$ cat src/sv/drd_pkg.sv
// drd_pkg: widths, register indexes, row record type and helpers for the
// detection row decoder; used by the interfaces and every module of the block
package drd_pkg;

   localparam int VALUE_W     = 24;
   localparam int FRAC_BITS   = 12;
   localparam int BOX_FIELDS  = 5;
   localparam int COORD_W     = 12;
   localparam int EDGE_W      = COORD_W + 1;
   localparam int CLASS_W     = 8;
   localparam int POS_W       = 9;
   localparam int CSR_INDEX_W = 4;
   localparam int CSR_DATA_W  = VALUE_W;
   localparam int PROD_W      = 2 * VALUE_W;

   localparam logic [CSR_INDEX_W-1:0] REG_SCORE_THRESHOLD = CSR_INDEX_W'(0);
   localparam logic [CSR_INDEX_W-1:0] REG_CLASS_COUNT     = CSR_INDEX_W'(1);

   localparam logic [VALUE_W-1:0] THRESHOLD_RESET   = VALUE_W'(2048);
   localparam logic [CLASS_W-1:0] CLASS_COUNT_RESET = CLASS_W'(80);

   localparam logic [POS_W-1:0] POS_OBJECTNESS = POS_W'(BOX_FIELDS - 1);
   localparam logic [POS_W-1:0] POS_FIRST_CLASS = POS_W'(BOX_FIELDS);
   localparam logic [COORD_W-1:0] COORD_MAX = {COORD_W{1'b1}};

   // one finished row that passed the threshold
   typedef struct packed {
      logic [COORD_W-1:0] center_x;
      logic [COORD_W-1:0] center_y;
      logic [COORD_W-1:0] size_w;
      logic [COORD_W-1:0] size_h;
      logic [VALUE_W-1:0] objectness;
      logic [VALUE_W-1:0] best_score;
      logic [CLASS_W-1:0] best_class;
   } row_box_type;

   typedef struct packed {
      logic        box_valid;
      row_box_type box;
   } row_done_type;

   // integer part of a fixed point value, saturated to the coordinate range
   function automatic logic [COORD_W-1:0] int_part(input logic [VALUE_W-1:0] v);
      logic [VALUE_W-1:0] shifted;
      shifted = v >> FRAC_BITS;
      if (shifted > VALUE_W'(COORD_MAX)) begin
         return COORD_MAX;
      end
      return shifted[COORD_W-1:0];
   endfunction

endpackage

$ cat src/sv/drd_req_if.sv
// drd_req_if: request channel of the detection row decoder, one tensor value
// per request; depends on drd_pkg
interface drd_req_if;
   logic                        valid;
   logic                        ready;
   logic [drd_pkg::VALUE_W-1:0] value;

   modport source (output valid, output value, input ready);
   modport sink   (input valid, input value, output ready);
endinterface

$ cat src/sv/drd_rsp_if.sv
// drd_rsp_if: result channel of the detection row decoder, one decoded box
// per passing row; depends on drd_pkg
interface drd_rsp_if;
   logic                               valid;
   logic                               ready;
   logic signed [drd_pkg::EDGE_W-1:0]  box_left;
   logic signed [drd_pkg::EDGE_W-1:0]  box_top;
   logic        [drd_pkg::COORD_W-1:0] box_width;
   logic        [drd_pkg::COORD_W-1:0] box_height;
   logic        [drd_pkg::VALUE_W-1:0] confidence;
   logic        [drd_pkg::CLASS_W-1:0] class_index;

   modport source (output valid, output box_left, output box_top, output box_width,
                   output box_height, output confidence, output class_index,
                   input ready);
   modport sink   (input valid, input box_left, input box_top, input box_width,
                   input box_height, input confidence, input class_index,
                   output ready);
endinterface

$ cat src/sv/detection_row_decode.sv
// detection_row_decode: top level of the detector output row decoder; uses
// drd_pkg, drd_req_if, drd_rsp_if and drd_row_track
//
// The block takes a detector output tensor one value per request, row-major:
// each row is center x, center y, width, height, objectness and then
// class_count class scores, all unsigned Q12.12. It accepts one value every
// clock cycle while the result side keeps up. At the last value of a row it
// produces one box when objectness is strictly above score_threshold; the box
// passes the row record and then the output register, which is loaded with the
// result of the 24x24 confidence multiply and the edge subtraction. A two-entry
// path (row record and output register) lets rows keep streaming while a box
// waits on rsp.ready. Register writes belong in idle time and do not restart
// a row in progress.
module detection_row_decode (
   input  logic                             clock,
   input  logic                             reset,
   drd_req_if.sink                          req,
   drd_rsp_if.source                        rsp,
   input  logic                             csr_write_en,
   input  logic [drd_pkg::CSR_INDEX_W-1:0]  csr_index,
   input  logic [drd_pkg::CSR_DATA_W-1:0]   csr_write_data
);
   import drd_pkg::*;

   logic [VALUE_W-1:0] threshold_ff;
   logic [CLASS_W-1:0] class_count_ff;

   row_done_type done;
   row_box_type  rec_ff;
   logic         rec_valid_ff, rec_valid_in;
   logic         out_valid_ff;
   logic         out_load;
   logic         rec_move;
   logic         accept;

   logic [PROD_W-1:0]  product;
   logic [PROD_W-1:0]  conf_wide;
   logic [VALUE_W-1:0] conf_sat;

   always_ff @(posedge clock) begin
      if (reset) begin
         threshold_ff   <= THRESHOLD_RESET;
         class_count_ff <= CLASS_COUNT_RESET;
      end else if (csr_write_en) begin
         unique case (csr_index)
            REG_SCORE_THRESHOLD: threshold_ff   <= csr_write_data[VALUE_W-1:0];
            REG_CLASS_COUNT:     class_count_ff <= csr_write_data[CLASS_W-1:0];
            default: ;
         endcase
      end
   end

   assign out_load  = !out_valid_ff || rsp.ready;
   assign rec_move  = rec_valid_ff && out_load;
   assign req.ready = !rec_valid_ff || out_load;
   assign accept    = req.valid && req.ready;

   drd_row_track u_row_track (
      .clock           (clock),
      .reset           (reset),
      .accept          (accept),
      .value           (req.value),
      .score_threshold (threshold_ff),
      .class_count     (class_count_ff),
      .done            (done)
   );

   always_comb begin
      rec_valid_in = rec_valid_ff;
      if (done.box_valid) begin
         rec_valid_in = 1'b1;
      end else if (rec_move) begin
         rec_valid_in = 1'b0;
      end
   end

   // confidence is the Q12.12 product, saturated to the value width
   assign product   = PROD_W'(rec_ff.objectness) * PROD_W'(rec_ff.best_score);
   assign conf_wide = product >> FRAC_BITS;
   assign conf_sat  = (conf_wide > PROD_W'({VALUE_W{1'b1}})) ? {VALUE_W{1'b1}}
                                                            : conf_wide[VALUE_W-1:0];

   always_ff @(posedge clock) begin
      if (reset) begin
         rec_valid_ff <= 1'b0;
         out_valid_ff <= 1'b0;
      end else begin
         rec_valid_ff <= rec_valid_in;
         if (out_load) begin
            out_valid_ff <= rec_valid_ff;
         end
      end
      if (done.box_valid) begin
         rec_ff <= done.box;
      end
      if (rec_move) begin
         rsp.box_left    <= $signed({1'b0, rec_ff.center_x})
                          - $signed({2'b00, rec_ff.size_w[COORD_W-1:1]});
         rsp.box_top     <= $signed({1'b0, rec_ff.center_y})
                          - $signed({2'b00, rec_ff.size_h[COORD_W-1:1]});
         rsp.box_width   <= rec_ff.size_w;
         rsp.box_height  <= rec_ff.size_h;
         rsp.confidence  <= conf_sat;
         rsp.class_index <= rec_ff.best_class;
      end
   end

   assign rsp.valid = out_valid_ff;

endmodule

$ cat src/sv/drd_row_track.sv
// drd_row_track: walks one tensor row per pass, keeps box fields and the
// running best class score, flags a passing box at row end; uses drd_pkg
module drd_row_track (
   input  logic                        clock,
   input  logic                        reset,
   input  logic                        accept,
   input  logic [drd_pkg::VALUE_W-1:0] value,
   input  logic [drd_pkg::VALUE_W-1:0] score_threshold,
   input  logic [drd_pkg::CLASS_W-1:0] class_count,
   output drd_pkg::row_done_type       done
);
   import drd_pkg::*;

   logic [POS_W-1:0]   pos_ff, pos_in;
   logic [COORD_W-1:0] cx_ff, cx_in, cy_ff, cy_in, w_ff, w_in, h_ff, h_in;
   logic [VALUE_W-1:0] obj_ff, obj_in, best_ff, best_in;
   logic [CLASS_W-1:0] cls_ff, cls_in;
   logic [POS_W-1:0]   row_last;
   logic [POS_W-1:0]   class_pos;
   logic               row_end;

   assign row_last  = POS_OBJECTNESS + POS_W'(class_count);
   assign class_pos = pos_ff - POS_FIRST_CLASS;
   assign row_end   = pos_ff >= row_last;

   always_comb begin
      cx_in   = cx_ff;
      cy_in   = cy_ff;
      w_in    = w_ff;
      h_in    = h_ff;
      obj_in  = obj_ff;
      best_in = best_ff;
      cls_in  = cls_ff;
      case (pos_ff)
         POS_W'(0): cx_in  = int_part(value);
         POS_W'(1): cy_in  = int_part(value);
         POS_W'(2): w_in   = int_part(value);
         POS_W'(3): h_in   = int_part(value);
         POS_OBJECTNESS: obj_in = value;
         default: begin
            // later class wins only when strictly greater
            if (value > best_ff) begin
               best_in = value;
               cls_in  = class_pos[CLASS_W-1:0];
            end
         end
      endcase
   end

   always_comb begin
      done.box_valid      = accept && row_end && (obj_in > score_threshold);
      done.box.center_x   = cx_in;
      done.box.center_y   = cy_in;
      done.box.size_w     = w_in;
      done.box.size_h     = h_in;
      done.box.objectness = obj_in;
      done.box.best_score = best_in;
      done.box.best_class = cls_in;
   end

   always_ff @(posedge clock) begin
      if (reset || (accept && row_end)) begin
         pos_ff  <= '0;
         cx_ff   <= '0;
         cy_ff   <= '0;
         w_ff    <= '0;
         h_ff    <= '0;
         obj_ff  <= '0;
         best_ff <= '0;
         cls_ff  <= '0;
      end else if (accept) begin
         pos_ff  <= pos_ff + POS_W'(1);
         cx_ff   <= cx_in;
         cy_ff   <= cy_in;
         w_ff    <= w_in;
         h_ff    <= h_in;
         obj_ff  <= obj_in;
         best_ff <= best_in;
         cls_ff  <= cls_in;
      end
   end

endmodule

$ cat src/flat_wrapper.sv
// flat-port wrapper written by rule: the top's interface ports become plain ports
module detection_row_decode_flat import drd_pkg::*;
  (clock, reset, csr_write_en, csr_index, csr_write_data, req_valid, req_value, req_ready, rsp_valid, rsp_box_left, rsp_box_top, rsp_box_width, rsp_box_height, rsp_confidence, rsp_class_index, rsp_ready);
  drd_req_if req_i ();
  drd_rsp_if rsp_i ();
  input  logic clock;
  input  logic reset;
  input  logic csr_write_en;
  input  logic [drd_pkg::CSR_INDEX_W-1:0] csr_index;
  input  logic [drd_pkg::CSR_DATA_W-1:0] csr_write_data;
  input wire logic [$bits(req_i.valid)-1:0] req_valid;
  input wire logic [$bits(req_i.value)-1:0] req_value;
  output wire logic [$bits(req_i.ready)-1:0] req_ready;
  output wire logic [$bits(rsp_i.valid)-1:0] rsp_valid;
  output wire logic [$bits(rsp_i.box_left)-1:0] rsp_box_left;
  output wire logic [$bits(rsp_i.box_top)-1:0] rsp_box_top;
  output wire logic [$bits(rsp_i.box_width)-1:0] rsp_box_width;
  output wire logic [$bits(rsp_i.box_height)-1:0] rsp_box_height;
  output wire logic [$bits(rsp_i.confidence)-1:0] rsp_confidence;
  output wire logic [$bits(rsp_i.class_index)-1:0] rsp_class_index;
  input wire logic [$bits(rsp_i.ready)-1:0] rsp_ready;
  assign req_i.valid = req_valid;
  assign req_i.value = req_value;
  assign req_ready = req_i.ready;
  assign rsp_valid = rsp_i.valid;
  assign rsp_box_left = rsp_i.box_left;
  assign rsp_box_top = rsp_i.box_top;
  assign rsp_box_width = rsp_i.box_width;
  assign rsp_box_height = rsp_i.box_height;
  assign rsp_confidence = rsp_i.confidence;
  assign rsp_class_index = rsp_i.class_index;
  assign rsp_i.ready = rsp_ready;
  detection_row_decode u_core (.clock(clock), .reset(reset), .req(req_i), .rsp(rsp_i), .csr_write_en(csr_write_en), .csr_index(csr_index), .csr_write_data(csr_write_data));
endmodule
$ cat config.mk
export PLATFORM = sky130hd
export DESIGN_NAME = detection_row_decode_flat
export DESIGN_NICKNAME = d
export VERILOG_FILES = /design/src/sv/drd_pkg.sv /design/src/sv/drd_req_if.sv /design/src/sv/drd_rsp_if.sv /design/src/sv/detection_row_decode.sv /design/src/sv/drd_row_track.sv /design/src/flat_wrapper.sv
export SDC_FILE = /design/constraint.sdc
export NUM_CORES = 2
export LEC_CHECK = 0
export ABC_AREA = 1
export BUFFER_PORTS_ARGS = -buffer_cell sky130_fd_sc_hd__buf_2
export CAP_MARGIN = 20
export CORE_AREA = 2 2 287 318
export DETAILED_ROUTE_END_ITERATION = 7
export DIE_AREA = 0 0 289 320
export PLACE_DENSITY = 0.56
export SETUP_SLACK_MARGIN = 0.05
export SYNTH_ARGS = -nofsm -noshare
export SYNTH_HDL_FRONTEND = slang
export SYNTH_HIERARCHICAL = 1
export SYNTH_SLANG_ARGS = --single-unit
$ cat constraint.sdc
create_clock -name clock -period 10.2 [get_ports clock]
set_input_delay 2.04 -clock clock [delete_from_list [all_inputs] [get_ports clock]]
set_output_delay 2.04 -clock clock [all_outputs]
set_load 0.03 [all_outputs]
==> impl_metrics.csv <==
group,metric,value,unit
sta,hold_viol_final,0,
sta,setup_viol,0,
floorplan,core.rowCount,115,
clock_network,clock_sinks,333,
clock_network,clk_latency,0.58,ns
synthesis,netlist_area,35420,um2
final_layout,nets,5251,
clock_network,cts-root-buf,"clkbuf_16",
synthesis,synth_compound_area_frac,0.05546,
final_layout,diodes,0,
final_layout,syn_to_final_growth,9.254,%
global_routing,antenna_found_initial,6,
floorplan,io-pin-count,141,
power,vdd_drop_max,105.0,uV
synthesis,yosysSeqAreaShare,0.2408,
setup_path,path_buf_inv,5,
clock_network,cts_tree,"done",
clock_network,post_cts_buffers,0,
detailed_routing,dr_total_vias,27130,
setup_path,cp.required,10.48,ns
global_routing,grt_use_total,0.2138,
clock_network,cts_resized,0,
floorplan,die_y,320,um
setup_path,crit_fanout,24,
synthesis,synth.largest_area_cell,"fa_1",
setup_path,crit_family,"adder cells",
global_routing,grt_pass1_wl,153400,um
synthesis,yosysMostFrequentCell,"nand2_1",
setup_path,cp_slowest_stage_delay,1.12,ns
detailed_routing,wirelength,97390,um
sta,finalCriticalPeriod,7.966,ns
worst_hold_path,hp-class,"flop to flop",
setup_path,start_kind,"flop",
sta,tightest_slew,1.176,ns
detailed_routing,via_per_inst,4.794,
synthesis,yosysTopAreaCellShare,0.2730,
sta,setup_tns,0,ns
clock_network,htreeDepth,2,
synthesis,synth_xor_area_frac,0.01508,
clock_network,postCtsHoldBufs,0,
detailed_routing,drc,0,
global_routing,grt_pass1_vias,27600,
sta,rsz0062_at_grt,"no",
final_layout,final_core_util,0.4352,
floorplan,fp.dieW,289,um
detailed_routing,ant_nets,0,
detailed_routing,wl_per_cell,17.21,um
power,p_per_area,81.65,nW/um2
floorplan,initial_utilization,0.3984,
synthesis,syn-num-nets,5188,
synthesis,synthSimpleGateAreaFrac,0.1879,
sta,relSlewSlack,0.2158,
synthesis,ys_seq_elements,333,
final_layout,fill_cells,9081,
setup_path,end_kind,"flop",
detailed_routing,dr.first_iter.drc_count,1549,
placed_design,hpwl,74470,um
status,outcome,"completed",
final_layout,drive_above_1_share,0.07553,
floorplan,fp.coreArea,88920,um2
clock_network,clk_pin_slew,0.06,ns
synthesis,ys_top_cells_by_area,"fa_1 (27%), edfxtp_1 (16%), nand2_1 (12%)",
setup_path,crit_top_cell,"fa_1",
placed_design,gp_congestion,0.9028,
floorplan,die_area,92480,um2
synthesis,synth-main-ff-cell,"edfxtp_1",
synthesis,synth_top_family_by_area,"adder cells",
final_layout,instances_no_fill,5658,
synthesis,yosys_warnings,6,
placed_design,place_inst,5580,
global_routing,grt-ovfl-total,0,
setup_path,cp.arrival,8.25,ns
clock_network,cts_made_buffers,40,
sta,clock_skew,0.03885,ns
synthesis,syn_inst,4393,
clock_network,clk_path_buf_depth,3,
synthesis,synth_common_cells,"nand2_1 (1171), inv_1 (1103), fa_1 (483)",
detailed_routing,first_pass_iters,5,
sta,post-route-period-util,0.7809,
synthesis,synth.distinct_cells,49,
sta,slew_violations,0,
setup_path,path_class,"flop to flop",
synthesis,synth-edff-count,186,
setup_path,slowest_stage,"edfxtp_1",
synthesis,synthAdderAreaFrac,0.3630,
synthesis,synth-async-reset-ratio,0,
placed_design,io_buffer_count,140,
synthesis,syn_avg_cell_area,8.063,um2
synthesis,synthMuxAreaShare,0,
job,cap_violations,0,
power,p_leak,0.02050,uW
sta,fmax,0.1255,GHz
global_routing,grt_max_degree,86,
sequential cells by signal, summed over array words and instances (netlist names), 8 cells and up:
register	cells
u_core/rsp.class_index	8
u_core/u_row_track/w_ff	12
u_core/rsp.confidence	24
u_core/rsp.box_top	13
u_core/rsp.box_height	12
u_core/u_row_track/cls_ff	8
u_core/u_row_track/h_ff	12
u_core/rsp.box_left	13
u_core/u_row_track/best_ff	24
u_core/u_row_track/cx_ff	12
u_core/u_row_track/pos_ff	9
u_core/threshold_ff	24
u_core/class_count_ff	8
u_core/rec_ff	104
u_core/u_row_track/cy_ff	12
u_core/rsp.box_width	12
u_core/u_row_track/obj_ff	24
cell type report:
cell class	instances	area (um2)	share of cell area
clock buffer	62	1187	0.03068
tap	1170	1464	0.03783
clock inverter	12	142.6	0.003686
timing repair buffer	186	1161	0.03000
inverter	1111	4173	0.1078
multi-input combinational	2784	22040	0.5696
sequential	333	8528	0.2204
worst reg2reg max path, cell delays in order, from the launching register on:
cell and delay [ns]:
edfxtp_1 1.12, nand2_1 0.21, fa_1 0.57, inv_1 0.05
fa_1 0.53, inv_1 0.06, fa_1 0.48, inv_1 0.05
fa_1 0.52, fa_1 0.45, fa_1 0.57, inv_1 0.06
fa_1 0.53, inv_1 0.04, ha_1 0.37, a21oi_1 0.28
o21ai_0 0.18, a21oi_1 0.22, o21ai_1 0.13, nand2_1 0.07
nand3_1 0.09, nand2_1 0.08, nand2_1 0.05, nor2_1 0.08
nand2_1 0.10, nor2_4 0.58, nand3_1 0.17
cell usage in the layout, fill, tap and decap left out, drive strengths merged, types with 4 or more instances in the layout:
cell type	Yosys	layout
a21o	5	5
a21oi	183	183
and2	4	4
buf	44	186
clkbuf	121	62
clkinv	1	9
dfxtp	147	147
edfxtp	186	186
fa	483	483
ha	255	255
inv	1110	1112
nand2	1183	1183
nand3	153	153
nand3b	4	4
nand4	17	17
nor2	249	249
nor3	19	19
o21ai	134	134
o21bai	12	12
xnor2	24	24
xor2	37	37
through the flow:
stage	setup WS [ns]	area, um2	total power, uW	hold slack [ns]
2_1_floorplan	2.074	35420	1674	0.4003
5_1_grt	1.724	38700	3291	0.4307
3_3_place_gp	2.317	37220	1756	0.4156
3_5_place_dp	2.243	37270	1759	0.4051
6_report	2.234	38700	3160	0.4299
4_1_cts	2.244	38600	3209	0.4257
power breakdown:
part / internal (uW) / total [uW] / leakage [uW] / switching (uW)
combinational: 84.6 / 275 / 0.0170 / 190
sequential: 1440 / 1460 / 0.00287 / 14.6
clock: 839 / 1430 / 0.000647 / 590
total: 2370 / 3160 / 0.0205 / 795
path summary, 6_finish.rpt:
path | from | endpoint | slack, ns | cells past startpoint
setup reg to reg | u_core/rec_ff[13] | u_core/rsp.confidence[16] | 2.23 | 26
hold / removal | u_core/rec_ff[4] | u_core/rsp.class_index[4] | 0.43 | 0
hold reg to reg | u_core/rec_ff[4] | u_core/rsp.class_index[4] | 0.43 | 0
setup / recovery | u_core/rec_ff[13] | u_core/rsp.confidence[16] | 2.23 | 26
metal layers:
| layer | track usage | vias up | share of wire |
|---|---|---|---|
| li1 | - | 13160 | - |
| met1 | 0.2713 | 13190 | 0.42 |
| met2 | 0.3800 | 613 | 0.51 |
| met3 | 0.02468 | 149 | 0.040 |
| met4 | 0.06254 | 12 | 0.028 |
| met5 | 0 | - | 0.00074 |
cells by family (layout without fill, tap and decap cells):
kind of cell,count (synthesis),in the layout
simple gates,1636,1636
buf+inv,1276,1371
fa+ha+maj,738,738
compound gates,349,349
flops,333,333
xor+xnor,61,61
Power figures use the tool's default switching activity.
